`config.mk`:
```
export PLATFORM = sky130hd
export DESIGN_NAME = rgb16_layer_blend
export DESIGN_NICKNAME = d
export VERILOG_FILES = /design/src/rtl/rgb16lb_pkg.sv /design/src/rtl/rgb16lb_chan.sv /design/src/rtl/rgb16lb_ctrl.sv /design/src/rtl/rgb16_layer_blend.sv
export VERILOG_INCLUDE_DIRS = /design/src /design/src/rtl
export SDC_FILE = /design/constraint.sdc
export NUM_CORES = 2
export LEC_CHECK = 0
export BUFFER_PORTS_ARGS = -buffer_cell sky130_fd_sc_hd__buf_4
export CORE_MARGIN = 2
export CORE_UTILIZATION = 37
export CTS_BUF_LIST = sky130_fd_sc_hd__clkbuf_2 sky130_fd_sc_hd__clkbuf_4 sky130_fd_sc_hd__clkbuf_8
export DETAILED_ROUTE_END_ITERATION = 8
export PLACE_DENSITY = 0.57
export SYNTH_ARGS = -nofsm -noshare
export SYNTH_HDL_FRONTEND = slang
export SYNTH_SLANG_ARGS = --single-unit
export TNS_END_PERCENT = 5
```
`constraint.sdc`:
```
create_clock -name clk -period 12.15 [get_ports clk]
set_clock_uncertainty 0.05 [all_clocks]
set_input_delay 1.8225 -clock clk [delete_from_list [all_inputs] [get_ports clk]]
set_output_delay 1.8225 -clock clk [all_outputs]
set_load 0.01 [all_outputs]
```
`src/rtl/rgb16_layer_blend_macros.svh`:
```
// assertion macros shared by the rgb16 layer blend rtl
`ifndef RGB16_LAYER_BLEND_MACROS_SVH
`define RGB16_LAYER_BLEND_MACROS_SVH

// same-cycle implication, disabled while reset is low
`define RGB16LB_ASSERT_NOW(label, clk_sig, rst_sig, ante, cons, msg) \
    label: assert property (@(posedge clk_sig) disable iff (!rst_sig) (ante) |-> (cons)) \
        else $error(msg);

// next-cycle implication, disabled while reset is low
`define RGB16LB_ASSERT_NEXT(label, clk_sig, rst_sig, ante, cons, msg) \
    label: assert property (@(posedge clk_sig) disable iff (!rst_sig) (ante) |=> (cons)) \
        else $error(msg);

`endif

```
`src/rtl/rgb16lb_pkg.sv`:
```
// shared types, constants and helpers for the rgb16 layer blend
`default_nettype none

package rgb16lb_pkg;

    localparam int CHANNEL_BITS_DEF = 16;
    localparam int PORT_BITS        = 16;
    localparam int OPACITY_BITS     = 17;
    localparam int OPACITY_FRAC     = 16;
    localparam int MODE_BITS        = 4;

    localparam logic [OPACITY_BITS-1:0] OPAQUE = 17'h10000;

    typedef enum logic [MODE_BITS-1:0] {
        MODE_ADD     = 4'd0,
        MODE_MUL     = 4'd1,
        MODE_SCREEN  = 4'd2,
        MODE_ALPHA   = 4'd3,
        MODE_XOR     = 4'd4,
        MODE_SUB     = 4'd5,
        MODE_DIFF    = 4'd6,
        MODE_LIGHTEN = 4'd7,
        MODE_DARKEN  = 4'd8
    } blend_mode_t;

    // per-stage load enables of the pixel pipeline
    typedef struct packed {
        logic s1_en;
        logic s2_en;
        logic s3_en;
        logic out_en;
    } pipe_en_t;

    // unknown codes fall back to additive
    function automatic blend_mode_t decode_mode(input logic [MODE_BITS-1:0] code);
        blend_mode_t m;
        unique case (code)
            MODE_MUL:     m = MODE_MUL;
            MODE_SCREEN:  m = MODE_SCREEN;
            MODE_ALPHA:   m = MODE_ALPHA;
            MODE_XOR:     m = MODE_XOR;
            MODE_SUB:     m = MODE_SUB;
            MODE_DIFF:    m = MODE_DIFF;
            MODE_LIGHTEN: m = MODE_LIGHTEN;
            MODE_DARKEN:  m = MODE_DARKEN;
            default:      m = MODE_ADD;
        endcase
        return m;
    endfunction

    // opacity above one saturates to fully opaque
    function automatic logic [OPACITY_BITS-1:0] clamp_opacity(
        input logic [OPACITY_BITS-1:0] op
    );
        return (op > OPAQUE) ? OPAQUE : op;
    endfunction

endpackage

`default_nettype wire

```
`src/rtl/rgb16lb_chan.sv`:
```
// one color channel of the blend datapath, four register stages
`default_nettype none

module rgb16lb_chan
    import rgb16lb_pkg::*;
#(
    parameter int CHANNEL_BITS = CHANNEL_BITS_DEF
)(
    input  wire logic                    clk,
    input  wire pipe_en_t                en,
    input  wire logic [PORT_BITS-1:0]    base,
    input  wire logic [PORT_BITS-1:0]    overlay,
    input  wire blend_mode_t             mode_in,
    input  wire blend_mode_t             mode_s1,
    input  wire logic [OPACITY_BITS-1:0] op_s2,
    output logic [PORT_BITS-1:0]         result
);

    localparam int CB = CHANNEL_BITS;
    localparam int PW = 2 * CB;
    localparam int SW = CB + OPACITY_BITS;

    // stage 0: mask and pick multiplier operands
    logic [CB-1:0] b0;
    logic [CB-1:0] o0;
    logic [CB-1:0] mul_a;
    logic [CB-1:0] mul_b;
    logic [PW-1:0] prod_next;

    // stage 1 registers
    logic [CB-1:0] b_s1_reg;
    logic [CB-1:0] o_s1_reg;
    logic [PW-1:0] prod_s1_reg;

    // stage 2 logic and registers
    logic [CB-1:0] prod_hi;
    logic [CB-1:0] target;
    logic [CB-1:0] x_next;
    logic          neg_next;
    logic [CB-1:0] b_s2_reg;
    logic [CB-1:0] x_s2_reg;
    logic          neg_s2_reg;

    // stage 3 logic and registers
    logic [SW-1:0] scaled_full;
    logic [CB-1:0] b_s3_reg;
    logic [CB-1:0] scaled_s3_reg;
    logic          neg_s3_reg;

    // stage 4 logic and output register
    logic [CB:0]   sum;
    logic [CB-1:0] res_next;
    logic [CB-1:0] res_reg;

    assign b0 = base[CB-1:0];
    assign o0 = overlay[CB-1:0];

    // screen multiplies the complements
    always_comb
    begin
        if (mode_in == MODE_SCREEN)
        begin
            mul_a = ~b0;
            mul_b = ~o0;
        end
        else
        begin
            mul_a = b0;
            mul_b = o0;
        end
        prod_next = PW'(mul_a) * PW'(mul_b);
    end

    always_ff @(posedge clk)
    begin
        if (en.s1_en)
        begin
            b_s1_reg    <= b0;
            o_s1_reg    <= o0;
            prod_s1_reg <= prod_next;
        end
    end

    assign prod_hi = prod_s1_reg[PW-1:CB];

    always_comb
    begin
        unique case (mode_s1)
            MODE_MUL:     target = prod_hi;
            MODE_SCREEN:  target = ~prod_hi;
            MODE_ALPHA:   target = o_s1_reg;
            MODE_XOR:     target = b_s1_reg ^ o_s1_reg;
            MODE_DIFF:    target = (b_s1_reg >= o_s1_reg) ? b_s1_reg - o_s1_reg
                                                          : o_s1_reg - b_s1_reg;
            MODE_LIGHTEN: target = (b_s1_reg >= o_s1_reg) ? b_s1_reg : o_s1_reg;
            MODE_DARKEN:  target = (b_s1_reg <= o_s1_reg) ? b_s1_reg : o_s1_reg;
            default:      target = o_s1_reg;
        endcase

        // add and subtract scale the overlay, the rest scale the distance to target
        if (mode_s1 == MODE_ADD || mode_s1 == MODE_SUB)
        begin
            x_next   = o_s1_reg;
            neg_next = (mode_s1 == MODE_SUB);
        end
        else
        begin
            neg_next = (target < b_s1_reg);
            x_next   = neg_next ? b_s1_reg - target : target - b_s1_reg;
        end
    end

    always_ff @(posedge clk)
    begin
        if (en.s2_en)
        begin
            b_s2_reg   <= b_s1_reg;
            x_s2_reg   <= x_next;
            neg_s2_reg <= neg_next;
        end
    end

    // opacity never exceeds one, so the scaled value fits the channel
    assign scaled_full = SW'(x_s2_reg) * SW'(op_s2);

    always_ff @(posedge clk)
    begin
        if (en.s3_en)
        begin
            b_s3_reg      <= b_s2_reg;
            scaled_s3_reg <= scaled_full[CB+OPACITY_FRAC-1:OPACITY_FRAC];
            neg_s3_reg    <= neg_s2_reg;
        end
    end

    assign sum = {1'b0, b_s3_reg} + {1'b0, scaled_s3_reg};

    // floor at zero going down, saturate at full scale going up
    always_comb
    begin
        if (neg_s3_reg)
        begin
            res_next = (scaled_s3_reg >= b_s3_reg) ? '0 : b_s3_reg - scaled_s3_reg;
        end
        else
        begin
            res_next = sum[CB] ? '1 : sum[CB-1:0];
        end
    end

    always_ff @(posedge clk)
    begin
        if (en.out_en)
        begin
            res_reg <= res_next;
        end
    end

    assign result = PORT_BITS'(res_reg);

endmodule

`default_nettype wire

```
`src/rtl/rgb16lb_ctrl.sv`:
```
// pipeline valid/stall control plus the shared mode and opacity stages
`default_nettype none

module rgb16lb_ctrl
    import rgb16lb_pkg::*;
(
    input  wire logic                    clk,
    input  wire logic                    rst_n,
    input  wire logic                    in_valid,
    output logic                         in_stall,
    output logic                         out_valid,
    input  wire logic                    out_stall,
    input  wire logic [MODE_BITS-1:0]    req_type,
    input  wire logic [OPACITY_BITS-1:0] opacity_q16,
    output blend_mode_t                  mode_in,
    output blend_mode_t                  mode_s1,
    output logic [OPACITY_BITS-1:0]      op_s2,
    output pipe_en_t                     en
);

    logic v1_reg;
    logic v1_next;
    logic v2_reg;
    logic v2_next;
    logic v3_reg;
    logic v3_next;
    logic vout_reg;
    logic vout_next;

    blend_mode_t              mode_s1_reg;
    logic [OPACITY_BITS-1:0]  op_s1_reg;
    logic [OPACITY_BITS-1:0]  op_s2_reg;

    // a stage loads when it is empty or its item moves on
    always_comb
    begin
        en.out_en = !vout_reg || !out_stall;
        en.s3_en  = !v3_reg || en.out_en;
        en.s2_en  = !v2_reg || en.s3_en;
        en.s1_en  = !v1_reg || en.s2_en;
    end

    always_comb
    begin
        v1_next   = en.s1_en  ? in_valid : v1_reg;
        v2_next   = en.s2_en  ? v1_reg   : v2_reg;
        v3_next   = en.s3_en  ? v2_reg   : v3_reg;
        vout_next = en.out_en ? v3_reg   : vout_reg;
    end

    always_ff @(posedge clk or negedge rst_n)
    begin
        if (!rst_n)
        begin
            v1_reg   <= 1'b0;
            v2_reg   <= 1'b0;
            v3_reg   <= 1'b0;
            vout_reg <= 1'b0;
        end
        else
        begin
            v1_reg   <= v1_next;
            v2_reg   <= v2_next;
            v3_reg   <= v3_next;
            vout_reg <= vout_next;
        end
    end

    assign mode_in = decode_mode(req_type);

    always_ff @(posedge clk)
    begin
        if (en.s1_en)
        begin
            mode_s1_reg <= mode_in;
            op_s1_reg   <= clamp_opacity(opacity_q16);
        end
        if (en.s2_en)
        begin
            op_s2_reg <= op_s1_reg;
        end
    end

    assign mode_s1   = mode_s1_reg;
    assign op_s2     = op_s2_reg;
    assign in_stall  = !en.s1_en;
    assign out_valid = vout_reg;

`include "rgb16_layer_blend_macros.svh"

    `RGB16LB_ASSERT_NOW(a_stall_only_when_full, clk, rst_n, in_stall, (v1_reg && v2_reg && v3_reg && vout_reg), "input stalled while pipeline has a hole")
    `RGB16LB_ASSERT_NEXT(a_accept_fills_s1, clk, rst_n, (in_valid && !in_stall), v1_reg, "accepted transfer did not reach stage 1")
    `RGB16LB_ASSERT_NEXT(a_s3_holds, clk, rst_n, (v3_reg && !en.s3_en), v3_reg, "stalled stage 3 item lost")
    `RGB16LB_ASSERT_NEXT(a_out_follows_s3, clk, rst_n, en.out_en, (vout_reg == $past(v3_reg)), "output valid does not follow stage 3")

endmodule

`default_nettype wire

```
`src/rtl/rgb16_layer_blend.sv`:
```
// top level of the rgb16 layer blend: composites an overlay pixel onto a base pixel
//
//  channel   direction  handshake             payload
//  -------   ---------  --------------------  -----------------------------------------
//  in        sink       in_valid / in_stall   base_*, overlay_*, req_type, opacity_q16
//  out       source     out_valid / out_stall out_red, out_green, out_blue
//
// one pixel per clock sustained while out_stall is low; out_valid rises once an input
// transfer has passed through the stage 1, 2 and 3 registers into the output register
// (register stages: operand multiply, target select, opacity multiply, mix)
// the opacity multiply and the channel multiply each own a full stage
// rst_n is asynchronous and active low; it clears only the stage valid bits
// each stage holds while full and blocked, so in_stall rises only when all
// four stages are full and out_stall is high
`default_nettype none

module rgb16_layer_blend
    import rgb16lb_pkg::*;
#(
    parameter int CHANNEL_BITS = CHANNEL_BITS_DEF
)(
    input  wire logic                    clk,
    input  wire logic                    rst_n,

    // input pixel channel
    input  wire logic                    in_valid,
    output logic                         in_stall,
    input  wire logic [PORT_BITS-1:0]    base_red,
    input  wire logic [PORT_BITS-1:0]    base_green,
    input  wire logic [PORT_BITS-1:0]    base_blue,
    input  wire logic [PORT_BITS-1:0]    overlay_red,
    input  wire logic [PORT_BITS-1:0]    overlay_green,
    input  wire logic [PORT_BITS-1:0]    overlay_blue,
    input  wire logic [MODE_BITS-1:0]    req_type,
    input  wire logic [OPACITY_BITS-1:0] opacity_q16,

    // blended pixel channel
    output logic                         out_valid,
    input  wire logic                    out_stall,
    output logic [PORT_BITS-1:0]         out_red,
    output logic [PORT_BITS-1:0]         out_green,
    output logic [PORT_BITS-1:0]         out_blue
);

    // decoded mode enters at stage 0 and is kept for the target select
    blend_mode_t             mode_in;
    blend_mode_t             mode_s1;
    // clamped opacity, delayed to line up with the opacity multiply
    logic [OPACITY_BITS-1:0] op_s2;
    pipe_en_t                en;

    rgb16lb_ctrl u_ctrl (
        .clk         (clk),
        .rst_n       (rst_n),
        .in_valid    (in_valid),
        .in_stall    (in_stall),
        .out_valid   (out_valid),
        .out_stall   (out_stall),
        .req_type    (req_type),
        .opacity_q16 (opacity_q16),
        .mode_in     (mode_in),
        .mode_s1     (mode_s1),
        .op_s2       (op_s2),
        .en          (en)
    );

    // three identical channel datapaths share the control stages
    rgb16lb_chan #(
        .CHANNEL_BITS (CHANNEL_BITS)
    ) u_chan_red (
        .clk     (clk),
        .en      (en),
        .base    (base_red),
        .overlay (overlay_red),
        .mode_in (mode_in),
        .mode_s1 (mode_s1),
        .op_s2   (op_s2),
        .result  (out_red)
    );

    rgb16lb_chan #(
        .CHANNEL_BITS (CHANNEL_BITS)
    ) u_chan_green (
        .clk     (clk),
        .en      (en),
        .base    (base_green),
        .overlay (overlay_green),
        .mode_in (mode_in),
        .mode_s1 (mode_s1),
        .op_s2   (op_s2),
        .result  (out_green)
    );

    rgb16lb_chan #(
        .CHANNEL_BITS (CHANNEL_BITS)
    ) u_chan_blue (
        .clk     (clk),
        .en      (en),
        .base    (base_blue),
        .overlay (overlay_blue),
        .mode_in (mode_in),
        .mode_s1 (mode_s1),
        .op_s2   (op_s2),
        .result  (out_blue)
    );

endmodule

`default_nettype wire

```
# Word level (Yosys, flattened, before mapping)
# Memory sizes are Yosys's and may differ from the RTL's.
# Index checks and enable logic that the tools add are counted.
# word_totals
register_bits	480
word_cells	143
romBits	64
mem_count	1
input_bits	121
output_inout_bits	50
# classes
n_bitwise	12
addsub	18
n_mul	6
n_lt_le_gt_ge	13
n_mux	36
reduce_logical	12
n_eq_ne	8
# mem_list
name	depth	width	read_ports	rd_clocked_by_memory_dff	wr	line	rtl
(name not given)	16	4	1	0	0	rgb16lb_pkg.sv:37	unique case (code)
# op_table
op	n
16-bit two-way mux	30
16-bit one-hot mux with 6 select lines	3
16-bit subtractor	15
16-bit inverter	9
16-bit >= comparator	6
16-bit by 16-bit multiplier with 32-bit output	3
16-bit by 17-bit multiplier with 32-bit output	3
16-bit by 16-bit adder with 17-bit output	3
16-bit less-or-equal comparator	3
16-bit less-than comparator	3
16-bit XOR	3
17-bit greater-than comparator (second input constant)	1
4-bit by 3-bit equality test with 1-bit output (second input constant)	4
4-bit by 2-bit equality test with 1-bit output (second input constant)	2
1-bit logical NOT	6
1-bit logical OR	5
4-bit by 1-bit equality test with 1-bit output (second input constant)	1
4-bit equality test (second input constant)	1
4-bit logical NOT	1
1-bit two-way mux	3

# Depth between registers and ports, before layout
# depth
ltp_word	6
depth_mapped	30
ltp_nobuf	27

# Hierarchy
# From an unflattened synthesis, not the netlist that was laid out.
# hier_totals
hier_cells	10033
area_unflattened_um2	85638.4
# modules_own_cells
module	n_inst	area_each_um2	cells_per_inst	seq_area_each_um2
rgb16lb_chan at u_chan_green	1	28285.9	3346	3903.7
rgb16lb_chan at u_chan_red	1	28029.4	3316	3903.7
rgb16lb_chan at u_chan_blue	1	27797.9	3292	3903.7
rgb16lb_ctrl	1	1525.2	79	1241.2

# Worst setup path after synthesis
# OpenSTA, ideal clock, no wires.
# synth_timing
path_kind	input -> register
startpoint	in req_type[2]
endpoint	reg u_chan_blue.prod_s1_reg[28] (data pin)
required_time_ns	11.842
setup_ns	0.258
cell_stages	27
slack_ns	3.018
t_arrival_ns	8.824
n_path_buf	3
path_cell_list	nor4b_4 -> clkbuf_1 -> buf_1 -> nand2b_1 -> clkbuf_1 -> nor2_1 -> a21oi_1 -> fa_1 -> fa_1 -> fa_1 -> inv_1 -> fa_1 -> fa_1 -> inv_1 -> fa_1 -> inv_1 -> ha_1 -> a22o_1 -> a2111oi_0 -> o21ai_0 -> o31a_1 -> a41o_4 -> a311oi_4 -> o21a_2 -> a21oi_2 -> a21oi_2 -> xnor2_1
# synth_via
elab_chain_cells	4
elab_cells_between_ends	5
cone_classes	mul: 1; eq/ne: 1; mux: 2; memory: 1
# synth_rtl
element	line	rtl
start: declaration	rgb16_layer_blend.sv:34	input wire logic [MODE_BITS-1:0] req_type,
memory read 16 x 4 bit (*)	-	
4-bit by 2-bit equality test with 1-bit output (*)	rgb16lb_chan.sv:61	if (mode_in == MODE_SCREEN)
16-bit two-way mux	rgb16lb_chan.sv:61	
16-bit by 16-bit multiplier with 32-bit output (*)	rgb16lb_chan.sv:71	prod_next = PW'(mul_a) * PW'(mul_b);
net u_chan_blue.prod_next[28]	rgb16lb_chan.sv:28	logic [PW-1:0] prod_next;
end signal: assignment	rgb16lb_chan.sv:80	prod_s1_reg <= prod_next;
end: declaration	rgb16lb_chan.sv:33	logic [PW-1:0] prod_s1_reg;
# The timed path passes the listed nets; every way through them passes the cells marked *.
# A chain may end at the register's enable or synchronous reset.

# Worst setup path in the final report
# Ends and elaborated chain as after synthesis.

==> impl_metrics.csv <==
group,metric,value,unit
route,dr.pass1.iters,6,
place,dp_hpwl,186000,um
synth,synth_edf_count,428,
global_routing,overflow,0,
floorplanning,start_util,0.373,
final_layout,finalCoreUtilization,0.394,
global_routing,grt_pass1_vias,68400,
global_routing,grt_pass1_wl,386000,um
sta,tns,0,ns
floorplanning,die_x,480,um
synth,syn_avg_cell_area,8.51,um^2
final_layout,final_cell_mix,"inv_1, fa_1, nand2_1",
final_layout,drive_above_1_share,0.0458,
place,place_area,87200,um^2
sta,rsz0062_at_grt,"false",
setup_path,cp.required,12.66,ns
final_layout,regArea,13000,um^2
final_layout,stdcell_count,12600,
route,vias_per_cell,5.28,
route,post_drt_wl_per_cell,19.2,um
setup_path,crit_fanout,15,
clock_tree,h-tree-depth,3,
clock_tree,clk_pin_slew_worst_paths,0.06,ns
final_layout,syn_to_final_growth,5.63,%
hold_path,hp-class,"reg2reg",
sta,worst_slew_pin_slew,1.17,ns
clock_tree,post-cts-setup-buffers,0,
global_routing,grt_usage,0.211,
floorplanning,io_pins,171,
sta,finalSetupViolCount,0,
setup_path,end_kind,"register",
final_layout,layout.nets,11800,
clock_tree,cts-root-buf,"clkbuf_8",
floorplanning,die-area,231000,um^2
setup_path,critPathLaunchType,"primary input",
job,max-cap-violations,0,
sta,post-route-min-period,9.11,ns
floorplanning,core-area,225000,um^2
route,drc,0,
status,status,"complete, no violations",
synth,yosysSeqAreaShare,0.154,
synth,syn_inst,9867,
setup_path,path_class,"in2reg",
setup_path,arrival,9.63,ns
clock_tree,cts_sinks,432,
place,dp_cells,12500,
final_layout,final_common_cell,"inv_1",
clock_tree,cts_buffers,79,
sta,slew-limit-headroom,0.209,
synth,ys.flop_type,"edfxtp_1",
synth,syn_nets,12100,
synth,yosysWarnings,0,
route,ant_nets,0,
floorplanning,rows,174,
final_layout,finalInstanceArea,88700,um^2
synth,ys_async_sr_fraction,0.00926,
sta,hold_viol,0,
synth,ys_ff_latch,432,
synth,syn_area,84000,um^2
clock_tree,worstSkewPairLatency,0.82,ns
sta,drv_slew,0,
floorplanning,die_height,480,um
global_routing,grt_antenna_before_repair,11,
route,num_vias,66500,
clock_tree,cts.path.max_buffers,3,
sta,finalCritPeriodShare,0.750,
final_layout,num-fill-cells,22700,
place,portBuffers,170,
synth,yosysUniqueCellTypes,94,
final_layout,multiInputGateArea,62500,um^2
place,gp_congestion,0.913,
sta,fmax,110,MHz
clock_tree,hold_buffers,0,
clock_tree,cts_resized,0,
route,wirelength,242000,um
route,drt_iter0_drc,5102,
clock_tree,cts_tree,"done",
global_routing,grt_start_max_net_pins,75,
## layer usage
| layer | vias up | GRT usage | part of all wire |
|---|---|---|---|
| li1 | 31200 | - | - |
| met1 | 33000 | 0.299 | 0.46 |
| met2 | 2009 | 0.342 | 0.46 |
| met3 | 307 | 0.0228 | 0.054 |
| met4 | 4 | 0.0536 | 0.024 |
| met5 | - | 0 | 0.000087 |
## worst max-delay path, cell delays in order
cell and delay (ns):
buf_4 0.13, nor4b_4 0.88, nand2b_1 0.62, nor2_1 0.22, a21oi_1 0.08, fa_1 0.56, fa_1 0.52, fa_1 0.52
inv_1 0.06, fa_1 0.50, fa_1 0.50, inv_1 0.05, fa_1 0.47, inv_1 0.04, ha_1 0.29, a22o_1 0.22
a2111oi_0 0.33, o21ai_0 0.23, o31a_1 0.39, a41o_4 0.31, a311oi_4 0.35, o21a_2 0.23, a21oi_2 0.08, a21oi_2 0.14
xnor2_1 0.07
## metrics by stage
stage          hold WS (ns)  setup WS (ns)
2_1_floorplan         0.350           3.02
3_3_place_gp          0.351           2.20
3_5_place_dp          0.355           2.22
4_1_cts               0.311           3.14
5_1_grt               0.323           2.56
6_report              0.312           3.04
## cell type report
type                            instances  area share
Multi-Input combinational cell       7160       0.705
Clock buffer                           95      0.0136
Inverter                             1633      0.0691
Antenna cell                            6    0.000169
Sequential cell                       432       0.146
Timing Repair Buffer                  238      0.0203
Tap cell                             2992      0.0422
Clock inverter                         40     0.00406
## logic make-up after synthesis
logic type / count (synthesis) / share of synthesized area
muxes: 70 / 0.00858
xor gates and xnor gates: 195 / 0.0203
DFF: 432 / 0.154
adders and majority gates: 2094 / 0.420
buffers and inverters: 2275 / 0.102
AOI/OAI and AO/OA: 2085 / 0.146
and+or+nand+nor: 2716 / 0.148
## worst paths after layout
check                                           endpoint                     start  slack, ns  cells after the start
setup / recovery             u_chan_blue.prod_s1_reg[28]               req_type[2]       3.04                     25
hold / removal                  u_chan_green.b_s3_reg[9]  u_chan_green.b_s2_reg[9]       0.31                      0
hold reg to reg                 u_chan_green.b_s3_reg[9]  u_chan_green.b_s2_reg[9]       0.31                      0
max in group asynchronous                  u_ctrl.v1_reg                     rst_n      11.20                      1
min in group asynchronous               u_ctrl.out_valid                     rst_n       0.75                      1
setup reg to reg           u_chan_blue.scaled_s3_reg[15]          u_ctrl.op_s2[12]       4.37                     23
## Yosys cell counts, drive strengths merged (71+ instances only)
library cell	number	area [um^2]
xnor2	133	1160
ha	879	11000
nand2b	109	682
nor3	90	455
o21ai	655	3280
nor2	714	2680
nor2b	121	757
and2	362	2270
clkbuf	571	2140
a21o	152	1140
inv	1633	6130
a21oi	816	4100
nand3	85	430
nand2	1066	4000
edfxtp	428	12900
fa	1215	24300
buf	71	322
Power is not shown: default switching activity piles up to over one toggle a cycle in this logic, so the estimate is an artifact.
